## config.mk

```make
export PLATFORM = sky130hd
export DESIGN_NAME = median_of_samples_core_flat
export DESIGN_NICKNAME = d
export VERILOG_FILES = /design/src/rtl/core/mos_pkg.sv /design/src/rtl/core/mos_in_if.sv /design/src/rtl/core/mos_out_if.sv /design/src/rtl/core/median_of_samples_core.sv /design/src/rtl/core/mos_cell.sv /design/src/flat_wrapper.sv
export SDC_FILE = /design/constraint.sdc
export NUM_CORES = 2
export LEC_CHECK = 0
export ABC_AREA = 1
export ABC_CLOCK_PERIOD_IN_PS = 8540
export BUFFER_PORTS_ARGS = -buffer_cell sky130_fd_sc_hd__buf_2
export CORE_MARGIN = 2
export CORE_UTILIZATION = 42
export DETAILED_ROUTE_END_ITERATION = 10
export PLACE_DENSITY_LB_ADDON = 0.12
export REMOVE_ABC_BUFFERS = 1
export SYNTH_ARGS = -nofsm -noshare
export SYNTH_HDL_FRONTEND = slang
export SYNTH_SLANG_ARGS = --single-unit
export TNS_END_PERCENT = 10
```

## constraint.sdc

```tcl
create_clock -name clk_i -period 8.54 [get_ports clk_i]
set_clock_uncertainty 0.15 [all_clocks]
set_input_delay 1.708 -clock clk_i [delete_from_list [all_inputs] [get_ports clk_i]]
set_output_delay 1.708 -clock clk_i [all_outputs]
set_load 0.02 [all_outputs]
```

## src/rtl/core/mos_pkg.sv

```systemverilog
// ----------------------------------------------------------------------------
// mos_pkg
// Shared types and constants for the median-of-samples core.
// ----------------------------------------------------------------------------
package mos_pkg;

  localparam int unsigned SampleW = 32;
  localparam int unsigned MedianW = SampleW + 1;
  localparam int unsigned CountW  = 5;

  // Control broadcast to every cell of the sorted row
  typedef struct packed {
    logic               insert;  // place sample, shift larger entries up
    logic               drain;   // each cell takes its upper neighbor; the top cell keeps its value
    logic [SampleW-1:0] sample;
  } cell_ctrl_t;

endpackage

```

## src/rtl/core/mos_in_if.sv

```systemverilog
// ----------------------------------------------------------------------------
// mos_in_if
// Sample stream: valid/ready handshake carrying one sample and its last flag.
// ----------------------------------------------------------------------------
interface mos_in_if;
  import mos_pkg::*;

  logic               valid;
  logic               ready;
  logic [SampleW-1:0] sample;
  logic               last;

  modport source (output valid, output sample, output last, input ready);
  modport sink   (input valid, input sample, input last, output ready);

endinterface

```

## src/rtl/core/mos_out_if.sv

```systemverilog
// ----------------------------------------------------------------------------
// mos_out_if
// Result stream: valid/ready handshake carrying the doubled median of a set.
// ----------------------------------------------------------------------------
interface mos_out_if;
  import mos_pkg::*;

  logic               valid;
  logic               ready;
  logic [MedianW-1:0] median_doubled;
  logic [CountW-1:0]  sample_count;
  logic               overflow;

  modport source (output valid, output median_doubled, output sample_count,
                  output overflow, input ready);
  modport sink   (input valid, input median_doubled, input sample_count,
                  input overflow, output ready);

endinterface

```

## src/rtl/core/median_of_samples_core.sv

```systemverilog
// ----------------------------------------------------------------------------
// median_of_samples_core
// Streaming median of a set of unsigned samples, kept sorted in a cell row.
// ----------------------------------------------------------------------------
// Usage:
//   in_i carries one 32-bit sample per transfer; last marks the end of a set.
//   Each sample is inserted into a row of MAX_SAMPLES cells kept in ascending
//   order, one sample per cycle. Samples beyond MAX_SAMPLES are dropped and
//   the overflow flag of that set is raised.
//   On a transfer with last set, the row is shifted down toward cell 0 and the
//   middle entries are picked off as they pass, until entry n/2 of a set of n
//   kept samples reaches cell 0; then the output register is loaded. in_i is not
//   ready during that time; all other samples are taken at one per cycle.
//   out_o presents median_doubled (sum of the two middle samples, or twice
//   the middle one), sample_count and overflow.
//   If out is stalled, the result waits in the output register; new samples
//   are still taken, and the next set end waits until the register is free.
//   Reset empties the row and the output register; no clearing pass runs.
// ----------------------------------------------------------------------------
module median_of_samples_core #(
  parameter int unsigned MAX_SAMPLES = 16
) (
  input  logic             clk_i,
  input  logic             rst_ni,
  mos_in_if.sink           in_i,
  mos_out_if.source        out_o
);
  import mos_pkg::*;

  localparam int unsigned CW = $clog2(MAX_SAMPLES + 1);

  localparam logic [1:0] ST_IDLE  = 2'd0;
  localparam logic [1:0] ST_DRAIN = 2'd1;
  localparam logic [1:0] ST_HOLD  = 2'd2;

  logic [1:0]         state_q, state_d;
  logic [CW-1:0]      fill_q, fill_d;
  logic               drop_q, drop_d;
  logic [CW-1:0]      cnt_q, cnt_d;      // kept count of the set being drained
  logic               ovf_q, ovf_d;
  logic [CW-1:0]      k_q, k_d;          // index of the entry now in cell 0
  logic [SampleW-1:0] lo_q, lo_d, hi_q, hi_d;

  logic               out_valid_q, out_valid_d;
  logic [MedianW-1:0] out_med_q, out_med_d;
  logic [CountW-1:0]  out_cnt_q, out_cnt_d;
  logic               out_ovf_q, out_ovf_d;

  logic               in_fire, room, out_load;
  logic [CW-1:0]      mid, lo_idx;
  cell_ctrl_t         ctrl;

  logic [SampleW-1:0] cell_val  [MAX_SAMPLES];
  logic               cell_open [MAX_SAMPLES];
  logic               cell_vld  [MAX_SAMPLES];

  assign in_i.ready = (state_q == ST_IDLE);
  assign in_fire    = in_i.valid && in_i.ready;
  assign room       = (fill_q < CW'(MAX_SAMPLES));

  assign mid    = cnt_q >> 1;
  assign lo_idx = cnt_q[0] ? mid : mid - CW'(1);

  assign ctrl.insert = in_fire && room;
  assign ctrl.drain  = (state_q == ST_DRAIN);
  assign ctrl.sample = in_i.sample;

  // Sorted row
  for (genvar i = 0; i < MAX_SAMPLES; i++) begin : g_cell
    assign cell_vld[i] = (CW'(i) < fill_q);

    if (i == 0) begin : g_first
      mos_cell u_cell (
        .clk_i      (clk_i),
        .ctrl_i     (ctrl),
        .valid_i    (cell_vld[i]),
        .prev_open_i(1'b0),
        .prev_val_i (ctrl.sample),
        .next_val_i (cell_val[i+1]),
        .open_o     (cell_open[i]),
        .val_o      (cell_val[i])
      );
    end else if (i == MAX_SAMPLES - 1) begin : g_last
      mos_cell u_cell (
        .clk_i      (clk_i),
        .ctrl_i     (ctrl),
        .valid_i    (cell_vld[i]),
        .prev_open_i(cell_open[i-1]),
        .prev_val_i (cell_val[i-1]),
        .next_val_i (cell_val[i]),
        .open_o     (cell_open[i]),
        .val_o      (cell_val[i])
      );
    end else begin : g_mid
      mos_cell u_cell (
        .clk_i      (clk_i),
        .ctrl_i     (ctrl),
        .valid_i    (cell_vld[i]),
        .prev_open_i(cell_open[i-1]),
        .prev_val_i (cell_val[i-1]),
        .next_val_i (cell_val[i+1]),
        .open_o     (cell_open[i]),
        .val_o      (cell_val[i])
      );
    end
  end

  assign out_load = (state_q == ST_HOLD) && (!out_valid_q || out_o.ready);

  always_comb begin
    state_d     = state_q;
    fill_d      = fill_q;
    drop_d      = drop_q;
    cnt_d       = cnt_q;
    ovf_d       = ovf_q;
    k_d         = k_q;
    lo_d        = lo_q;
    hi_d        = hi_q;
    out_valid_d = out_valid_q;
    out_med_d   = out_med_q;
    out_cnt_d   = out_cnt_q;
    out_ovf_d   = out_ovf_q;

    if (out_valid_q && out_o.ready) begin
      out_valid_d = 1'b0;
    end

    case (state_q)
      ST_IDLE: begin
        if (in_fire) begin
          if (in_i.last) begin
            cnt_d   = room ? fill_q + CW'(1) : fill_q;
            ovf_d   = drop_q || !room;
            fill_d  = '0;
            drop_d  = 1'b0;
            k_d     = '0;
            state_d = ST_DRAIN;
          end else if (room) begin
            fill_d = fill_q + CW'(1);
          end else begin
            drop_d = 1'b1;
          end
        end
      end
      ST_DRAIN: begin
        if (k_q == lo_idx) begin
          lo_d = cell_val[0];
        end
        if (k_q == mid) begin
          hi_d    = cell_val[0];
          state_d = ST_HOLD;
        end
        k_d = k_q + CW'(1);
      end
      ST_HOLD: begin
        if (out_load) begin
          out_valid_d = 1'b1;
          out_med_d   = {1'b0, lo_q} + {1'b0, hi_q};
          out_cnt_d   = CountW'(cnt_q);
          out_ovf_d   = ovf_q;
          state_d     = ST_IDLE;
        end
      end
      default: begin
        state_d = ST_IDLE;
      end
    endcase
  end

  always_ff @(posedge clk_i or negedge rst_ni) begin
    if (!rst_ni) begin
      state_q     <= ST_IDLE;
      fill_q      <= '0;
      drop_q      <= 1'b0;
      out_valid_q <= 1'b0;
    end else begin
      state_q     <= state_d;
      fill_q      <= fill_d;
      drop_q      <= drop_d;
      out_valid_q <= out_valid_d;
    end
  end

  always_ff @(posedge clk_i) begin
    cnt_q     <= cnt_d;
    ovf_q     <= ovf_d;
    k_q       <= k_d;
    lo_q      <= lo_d;
    hi_q      <= hi_d;
    out_med_q <= out_med_d;
    out_cnt_q <= out_cnt_d;
    out_ovf_q <= out_ovf_d;
  end

  assign out_o.valid          = out_valid_q;
  assign out_o.median_doubled = out_med_q;
  assign out_o.sample_count   = out_cnt_q;
  assign out_o.overflow       = out_ovf_q;

`ifndef SYNTHESIS
  a_fill_bound : assert property (@(posedge clk_i) disable iff (!rst_ni)
    fill_q <= CW'(MAX_SAMPLES))
    else $error("fill count beyond row depth");

  a_set_end : assert property (@(posedge clk_i) disable iff (!rst_ni)
    (in_fire && in_i.last) |=> (state_q == ST_DRAIN) && (fill_q == '0) && !drop_q)
    else $error("set end did not start drain with an empty row");

  a_drain_bound : assert property (@(posedge clk_i) disable iff (!rst_ni)
    (state_q == ST_DRAIN) |-> (k_q <= mid))
    else $error("drain ran past the middle entry");

  a_sorted : assert property (@(posedge clk_i) disable iff (!rst_ni)
    ((state_q == ST_IDLE) && (fill_q >= CW'(2))) |-> (cell_val[0] <= cell_val[1]))
    else $error("row out of order");
`endif

endmodule

```

## src/rtl/core/mos_cell.sv

```systemverilog
// ----------------------------------------------------------------------------
// mos_cell
// One entry of the sorted row. On insert it either keeps its value, takes the
// new sample, or takes the value of its lower neighbor; on drain it takes the
// value of its upper neighbor.
// ----------------------------------------------------------------------------
module mos_cell (
  input  logic                        clk_i,
  input  mos_pkg::cell_ctrl_t         ctrl_i,
  input  logic                        valid_i,     // entry holds a kept sample
  input  logic                        prev_open_i, // lower neighbor moves up
  input  logic [mos_pkg::SampleW-1:0] prev_val_i,
  input  logic [mos_pkg::SampleW-1:0] next_val_i,
  output logic                        open_o,      // this entry moves up
  output logic [mos_pkg::SampleW-1:0] val_o
);
  import mos_pkg::*;

  logic [SampleW-1:0] val_q, val_d;

  // Empty, or strictly larger than the new sample: equal values stay below it
  assign open_o = !valid_i || (val_q > ctrl_i.sample);

  always_comb begin
    val_d = val_q;
    if (ctrl_i.insert) begin
      if (prev_open_i) begin
        val_d = prev_val_i;
      end else if (open_o) begin
        val_d = ctrl_i.sample;
      end
    end else if (ctrl_i.drain) begin
      val_d = next_val_i;
    end
  end

  always_ff @(posedge clk_i) begin
    val_q <= val_d;
  end

  assign val_o = val_q;

endmodule

```

## src/flat_wrapper.sv

```systemverilog
// flat-port wrapper written by rule: the top's interface ports become plain ports
module median_of_samples_core_flat import mos_pkg::*;
#(
  parameter int unsigned MAX_SAMPLES = 16
)
  (clk_i, rst_ni, in_i_valid, in_i_sample, in_i_last, in_i_ready, out_o_valid, out_o_median_doubled, out_o_sample_count, out_o_overflow, out_o_ready);
  mos_in_if in_i_i ();
  mos_out_if out_o_i ();
  input  logic clk_i;
  input  logic rst_ni;
  input wire logic [$bits(in_i_i.valid)-1:0] in_i_valid;
  input wire logic [$bits(in_i_i.sample)-1:0] in_i_sample;
  input wire logic [$bits(in_i_i.last)-1:0] in_i_last;
  output wire logic [$bits(in_i_i.ready)-1:0] in_i_ready;
  output wire logic [$bits(out_o_i.valid)-1:0] out_o_valid;
  output wire logic [$bits(out_o_i.median_doubled)-1:0] out_o_median_doubled;
  output wire logic [$bits(out_o_i.sample_count)-1:0] out_o_sample_count;
  output wire logic [$bits(out_o_i.overflow)-1:0] out_o_overflow;
  input wire logic [$bits(out_o_i.ready)-1:0] out_o_ready;
  assign in_i_i.valid = in_i_valid;
  assign in_i_i.sample = in_i_sample;
  assign in_i_i.last = in_i_last;
  assign in_i_ready = in_i_i.ready;
  assign out_o_valid = out_o_i.valid;
  assign out_o_median_doubled = out_o_i.median_doubled;
  assign out_o_sample_count = out_o_i.sample_count;
  assign out_o_overflow = out_o_i.overflow;
  assign out_o_i.ready = out_o_ready;
  median_of_samples_core #(.MAX_SAMPLES(MAX_SAMPLES)) u_core (.clk_i(clk_i), .rst_ni(rst_ni), .in_i(in_i_i), .out_o(out_o_i));
endmodule
```

# --- Word level (Yosys, flattened, before mapping) ---
# Cells that the tools add are included.
op_classes:
  n_addsub: 4
  order_cmp: 33
  eq_ne: 24
  n_mux: 77
  reduce_logical: 68
op_table:
  columns: ["cell", "count"]
  rows:
  - ["2-to-1 mux 32 bit", 61]
  - ["greater-than comparator 32 bit", 16]
  - ["inequality test 3 bit, second input constant", 14]
  - ["< comparator 4 x 5 -> 1 bit, first input constant", 8]
  - ["AND reduction 2 bit", 20]
  - ["adder 32 x 32 -> 33 bit", 1]
  - ["2-to-1 mux 5 bit", 5]
  - ["< comparator 3 x 5 -> 1 bit, first input constant", 4]
  - ["zero test 1 bit", 18]
  - ["logical OR 1 bit", 18]
  - ["adder 5 x 1 -> 5 bit, second input constant", 2]
  - ["< comparator 1 x 5 -> 1 bit, first input constant", 2]
  - ["< comparator 2 x 5 -> 1 bit, first input constant", 2]
  - ["inequality test 2 bit, second input constant", 5]
  - ["one-hot mux 5 bit (2 select lines)", 1]
  - ["AND reduction 3 bit", 3]
  - ["2-to-1 mux 2 bit", 4]
  - ["one-hot mux 2 bit (3 select lines)", 1]
  - ["nonzero test 2 bit", 3]
  - ["equality test 5 x 4 -> 1 bit", 1]
  - ["equality test 5 bit", 1]
  - ["< comparator 5 bit, second input constant", 1]
  - ["2-to-1 mux 1 bit", 5]
  - ["subtractor 4 x 1 -> 5 bit, second input constant", 1]
  - ["other kinds (6)", 9]
totals:
  regBits: 635
  in_bits: 37
  output_inout_bits: 41
  wordCells: 234

# --- Logic depth before layout (Yosys ltp) ---
depth:
  ltp_word: 6
  mapped_depth: 19

# --- Hierarchy ---
# A second synthesis with hierarchy kept.
unflattened:
  cells_unflattened: 5885
  hier_area_um2: 46507.1
modules_own_cells:
  columns: ["mod", "n_inst", "cells_per_inst", "area_per_inst_um2", "seq_area_each_um2"]
  rows:
  - ["mos_cell", 16, 321, 2492.4, 960.9]
  - ["median_of_samples_core", 1, 749, 6628.9, 3648.5]

# --- Worst setup path after synthesis ---
# No wires, ideal clock.
synth_path:
  path_type: "in2reg"
  from: "input port in_i_sample[5]"
  to: "register u_core.g_cell[2].g_mid.u_cell.val_q[0], enable pin"
  setup_ps: 561
  arrival_ps: 4548
  required_ps: 7829
  slack_ps: 3281
  path_stages: 16
  path_cell_list: "inv_1 > clkbuf_1 > ha_1 > a21oi_1 > nor2_1 > nor2_1 > nand2_1 > nand2_1 > nand2_1 > nand2_1 > nand2_1 > nand2_1 > nand2_1 > buf_2 > nand2_1 > nand3_1"
synth_between:
  elab_chain_len: 4
  elab_cells_between_ends: 6
synth_rtl:
  columns: ["element", "line_no", "text"]
  rows:
  - ["start: declaration", "flat_wrapper.sv:12", "input wire logic [$bits(in_i_i.sample)-1:0] in_i_sample;"]
  - ["greater-than comparator 32 bit", "mos_cell.sv:22", "assign open_o = !valid_i || (val_q > ctrl_i.sample);"]
  - ["logical OR 1 bit", "mos_cell.sv:22", null]
  - ["inequality test 3 bit (no source line) (*)", null, null]
  - ["AND reduction 2 bit (no source line) (*)", null, null]
  - ["end signal: assignment", "mos_cell.sv:38", "val_q <= val_d;"]
  - ["end: declaration", "mos_cell.sv:19", "logic [SampleW-1:0] val_q, val_d;"]
# Every way passes the cells marked *; elsewhere a longest branch is shown, timed or not.
# A chain may end at the register's enable or synchronous reset.

# --- Worst setup path in the final report ---
layout_path:
  from: "input port in_i_sample[15]"
  to: "register u_core.g_cell[5].g_mid.u_cell.val_q[14] (data pin)"
layout_between:
  elab_chain_len: 4
layout_rtl:
  columns: ["element", "line_no", "text"]
  rows:
  - ["greater-than comparator 32 bit", "mos_cell.sv:22", null]
  - ["logical OR 1 bit", "mos_cell.sv:22", null]
  - ["2-to-1 mux 32 bit", "mos_cell.sv:27", "if (prev_open_i) begin"]
  - ["2-to-1 mux 32 bit", "mos_cell.sv:26", "if (ctrl_i.insert) begin"]
  - ["via u_core.g_cell[5].g_mid.u_cell.val_d[14]", "mos_cell.sv:19", null]
  - ["end signal: assignment", "mos_cell.sv:38", null]
  - ["end: declaration", "mos_cell.sv:19", null]
# The timed path passes the listed nets, and every way through them passes these cells.

==> impl_metrics.yaml <==
worst_setup_path:
  crit_slowest_cell: "nand2_1"
  cp-end-kind: "flip-flop"
  crit_family: "simple AND/OR/NAND/NOR gates"
  crit_fanout: 33
  crit_top_cell: "nand2_1"
  required_ns: 8.90
  worst-endpoint-arrival_ns: 5.81
  start_kind: "input port"
  slowest_delay_ns: 0.85
  crit_chain: "buf_2 > inv_1 > buf_4 > ha_1 > a21oi_1 > o21ai_0 > a21oi_1 > nand2_1 > nand2_1 > nand2_1 > nand2_1 > buf_4 > nand2_1 > nand2_1 > nand3_1 > nand2_1"
  crit_buf_inv: 4
  critical_path_class: "input port to flip-flop"
flow_run:
  cap_violations: 0
finish:
  n_fill_cell: 10890
  fin_nets: 6462
  drive_gt1_frac: 0.05182
  area_growth_syn_to_layout_pct: 9.267
global_route:
  antenna_found_initial: 1
  grt_pass1_vias: 37540
  grt_start_max_net_pins: 193
  grt_usage: 0.2286
  overflow: 0
  grt_pass1_wl_um: 206000
timing:
  hold_violations: 0
  drv_slew: 0
  maxSlewHeadroom: 0.1572
  tightest_slew_ns: 1.261
  setup_slack_ns: 3.089
  setup_violations: 0
  hold_ws_ns: 0.2665
  clock.fmax_mhz: 183.4
  rsz0062_at_grt: "false"
  period_needed_ns: 5.451
  fin_crit_sh: 0.6383
placed_design:
  gp_congestion: 0.8694
  port_buffers: 77
  dp_slack_ns: 2.438
  hpwl_um: 93290
logic_synthesis:
  synth_xor_area_frac: 0.006313
  synth-main-ff-cell: "edfxtp_1"
  yosys.cell_types.count: 41
  synth-seq-cells: 635
  yosys.area_share.simple: 0.3041
  synth_fa_ha_area_frac: 0.1412
  ys_top_cells_by_count: "nand2_1 (2114), nand3_1 (956), inv_1 (651)"
  synth_top_family_by_area: "simple AND/OR/NAND/NOR gates"
  synth_area_per_cell_um2: 7.732
  synth_edf_count: 626
  synth_mux_area_frac: 0
  synth_top_cells_by_area: "edfxtp_1 (41%), nand2_1 (17%), ha_1 (14%), nand3_1 (10%), inv_1 (5.3%)"
  syn_inst: 5921
  netlist_area_um2: 45780
  yosys.area.top_type_share: 0.4106
  synth-seq-area-share: 0.4155
  synth-compound-area-share: 0.05255
  yosysWarnings: 0
  synth_top_area_cell: "edfxtp_1"
  synth_most_common_cell: "nand2_1"
  async_flop_share: 0.01417
power:
  irDropWorstVdd_v: 0.0002063
  power.density_nw_per_um2: 373.4
  leakage_nw: 24.74
die:
  rows: 121
  die_width_um: 334.2
  start_util: 0.4218
  dieArea_um2: 111700
  ios: 78
  coreArea_um2: 108600
  die_h_um: 334.2
clock_tree:
  clockBufferDepth: 3
  clock-sinks: 635
  clk_root_buffer_cell: "clkbuf_16"
  post_cts_buffers: 0
  clkSlewWorstSetupHoldPaths_ns: 0.05
  clk_latency_ns: 0.66
  cts-buffers-inserted: 80
  post_cts_resized: 0
  htreeDepth: 3
  cts_hold_buf: 0
  cts_tree: "built"
routing:
  dr_total_vias: 37740
  wl_um: 128200
  drc_errors: 0
  drtPass1Iterations: 6
  avgViaCountPerCell: 5.114
  ant_nets: 0
  wire_per_inst_um: 17.38
  detail_route.iter0.violations: 2562
hold_path:
  hold_path.class: "flip-flop to flip-flop"
status:
  status: "finished clean"
logic make-up after synthesis:
| group | count (synthesis) |
|---|---|
| AOI/OAI and AO/OA | 447 |
| DFF | 635 |
| xor gates and xnor gates | 33 |
| adders and majority gates | 516 |
| buffers and inverters | 942 |
| and+or+nand+nor | 3348 |
registers in the layout (all words and copies together), names as in the netlist:
signal                              flops
u_core.lo_q                            32
u_core.ovf_q                            1
u_core.k_q                              5
u_core.out_o.overflow                   1
u_core.hi_q                            32
u_core.out_o.valid                      1
u_core.cnt_q                            5
u_core.g_cell.g_mid.u_cell.val_o      448
u_core.state_q                          2
u_core.g_cell.g_last.u_cell.val_o      32
u_core.out_o.median_doubled            33
u_core.drop_q                           1
u_core.out_o.sample_count               5
u_core.fill_q                           5
u_core.g_cell.g_first.u_cell.val_o     32
cell type report:
type | instances | area, µm² | share of cell area
multi-input combinational | 4344 | 23120 | 0.4621
sequential | 635 | 19020 | 0.3803
inverter | 667 | 2511 | 0.05020
clock buffer | 107 | 2175 | 0.04347
tap | 1414 | 1769 | 0.03537
timing repair buffer | 181 | 1229 | 0.02456
clock inverter | 29 | 195.2 | 0.003902
antenna | 2 | 5.005 | 0.0001000
metal layers:
metal	vias to the layer above	share of wire	track usage
li1	19660	-	-
met1	17230	0.47	0.3008
met2	684	0.48	0.4004
met3	167	0.035	0.02575
met4	0	0.021	0.05492
met5	-	0	0
metrics by stage:
stage	total power, mW	TNS [ns]	instance area, µm²	std cells	util
after floorplan	12.87	-4400.33	44610	5646	-
after global placement	15.37	0	47650	7241	0.4390
after detailed placement	15.54	0	47650	7241	0.4390
after CTS	18.82	0	50020	7377	0.4608
after global routing	20.42	0	50020	7377	0.4608
final	18.68	0	50030	7379	0.4609
cells in the final DEF (no fill, tap or decap), types with 9 or more instances in the layout:
cell / n
nand3_1: 956
xnor2_1: 10
nor2_1: 214
o21ai_0: 89
a21oi_1: 250
clkbuf_16: 81
nor3_1: 10
o21ai_1: 44
inv_2: 10
clkbuf_1: 21
xor2_1: 23
ha_1: 515
nand4_1: 41
clkinv_1: 19
edfxtp_1: 626
nand2_1: 2112
a21o_1: 22
o21a_1: 20
buf_2: 77
buf_4: 99
inv_1: 651
dfrtp_1: 9
path summary, 6_finish.rpt:
path                                              startpoint                                           endpoint  slack, ns  cells past startpoint
max in group asynchronous                             rst_ni                       u_core.fill_q[3]$_DFFE_PN0P_       7.29                      1
worst max register to register  u_core.fill_q[4]$_DFFE_PN0P_  u_core.g_cell[5].g_mid.u_cell.val_o[14]$_DFFE_PP_       3.94                     11
worst max-delay path                         in_i_sample[15]  u_core.g_cell[5].g_mid.u_cell.val_o[14]$_DFFE_PP_       3.09                     16
worst min-delay path                  u_core.ovf_q$_DFFE_PP_                    u_core.out_o.overflow$_DFFE_PP_       0.27                      0
min in group asynchronous                             rst_ni                      u_core.state_q[0]$_DFFE_PN0P_       0.75                      1
worst min register to register        u_core.ovf_q$_DFFE_PP_                    u_core.out_o.overflow$_DFFE_PP_       0.27                      0
power breakdown:
part | switching [mW] | leakage, nW | internal (mW)
Combinational | 5.74 | 17.2 | 2.85
Sequential | 1.12 | 6.37 | 5.76
Clock | 1.37 | 1.16 | 1.83
Total | 8.23 | 24.7 | 10.4
worst reg2reg max path, stage by stage (launching register included):
cell	delay, ns
dfrtp_1	0.60
nor2_4	0.16
inv_2	0.07
buf_4	0.36
nor2_1	0.18
inv_2	0.54
o21ai_1	0.38
inv_2	0.57
nand2_1	0.94
nand2_1	0.29
nand3_1	0.11
nand2_1	0.11
Power figures use the tool's default switching activity.
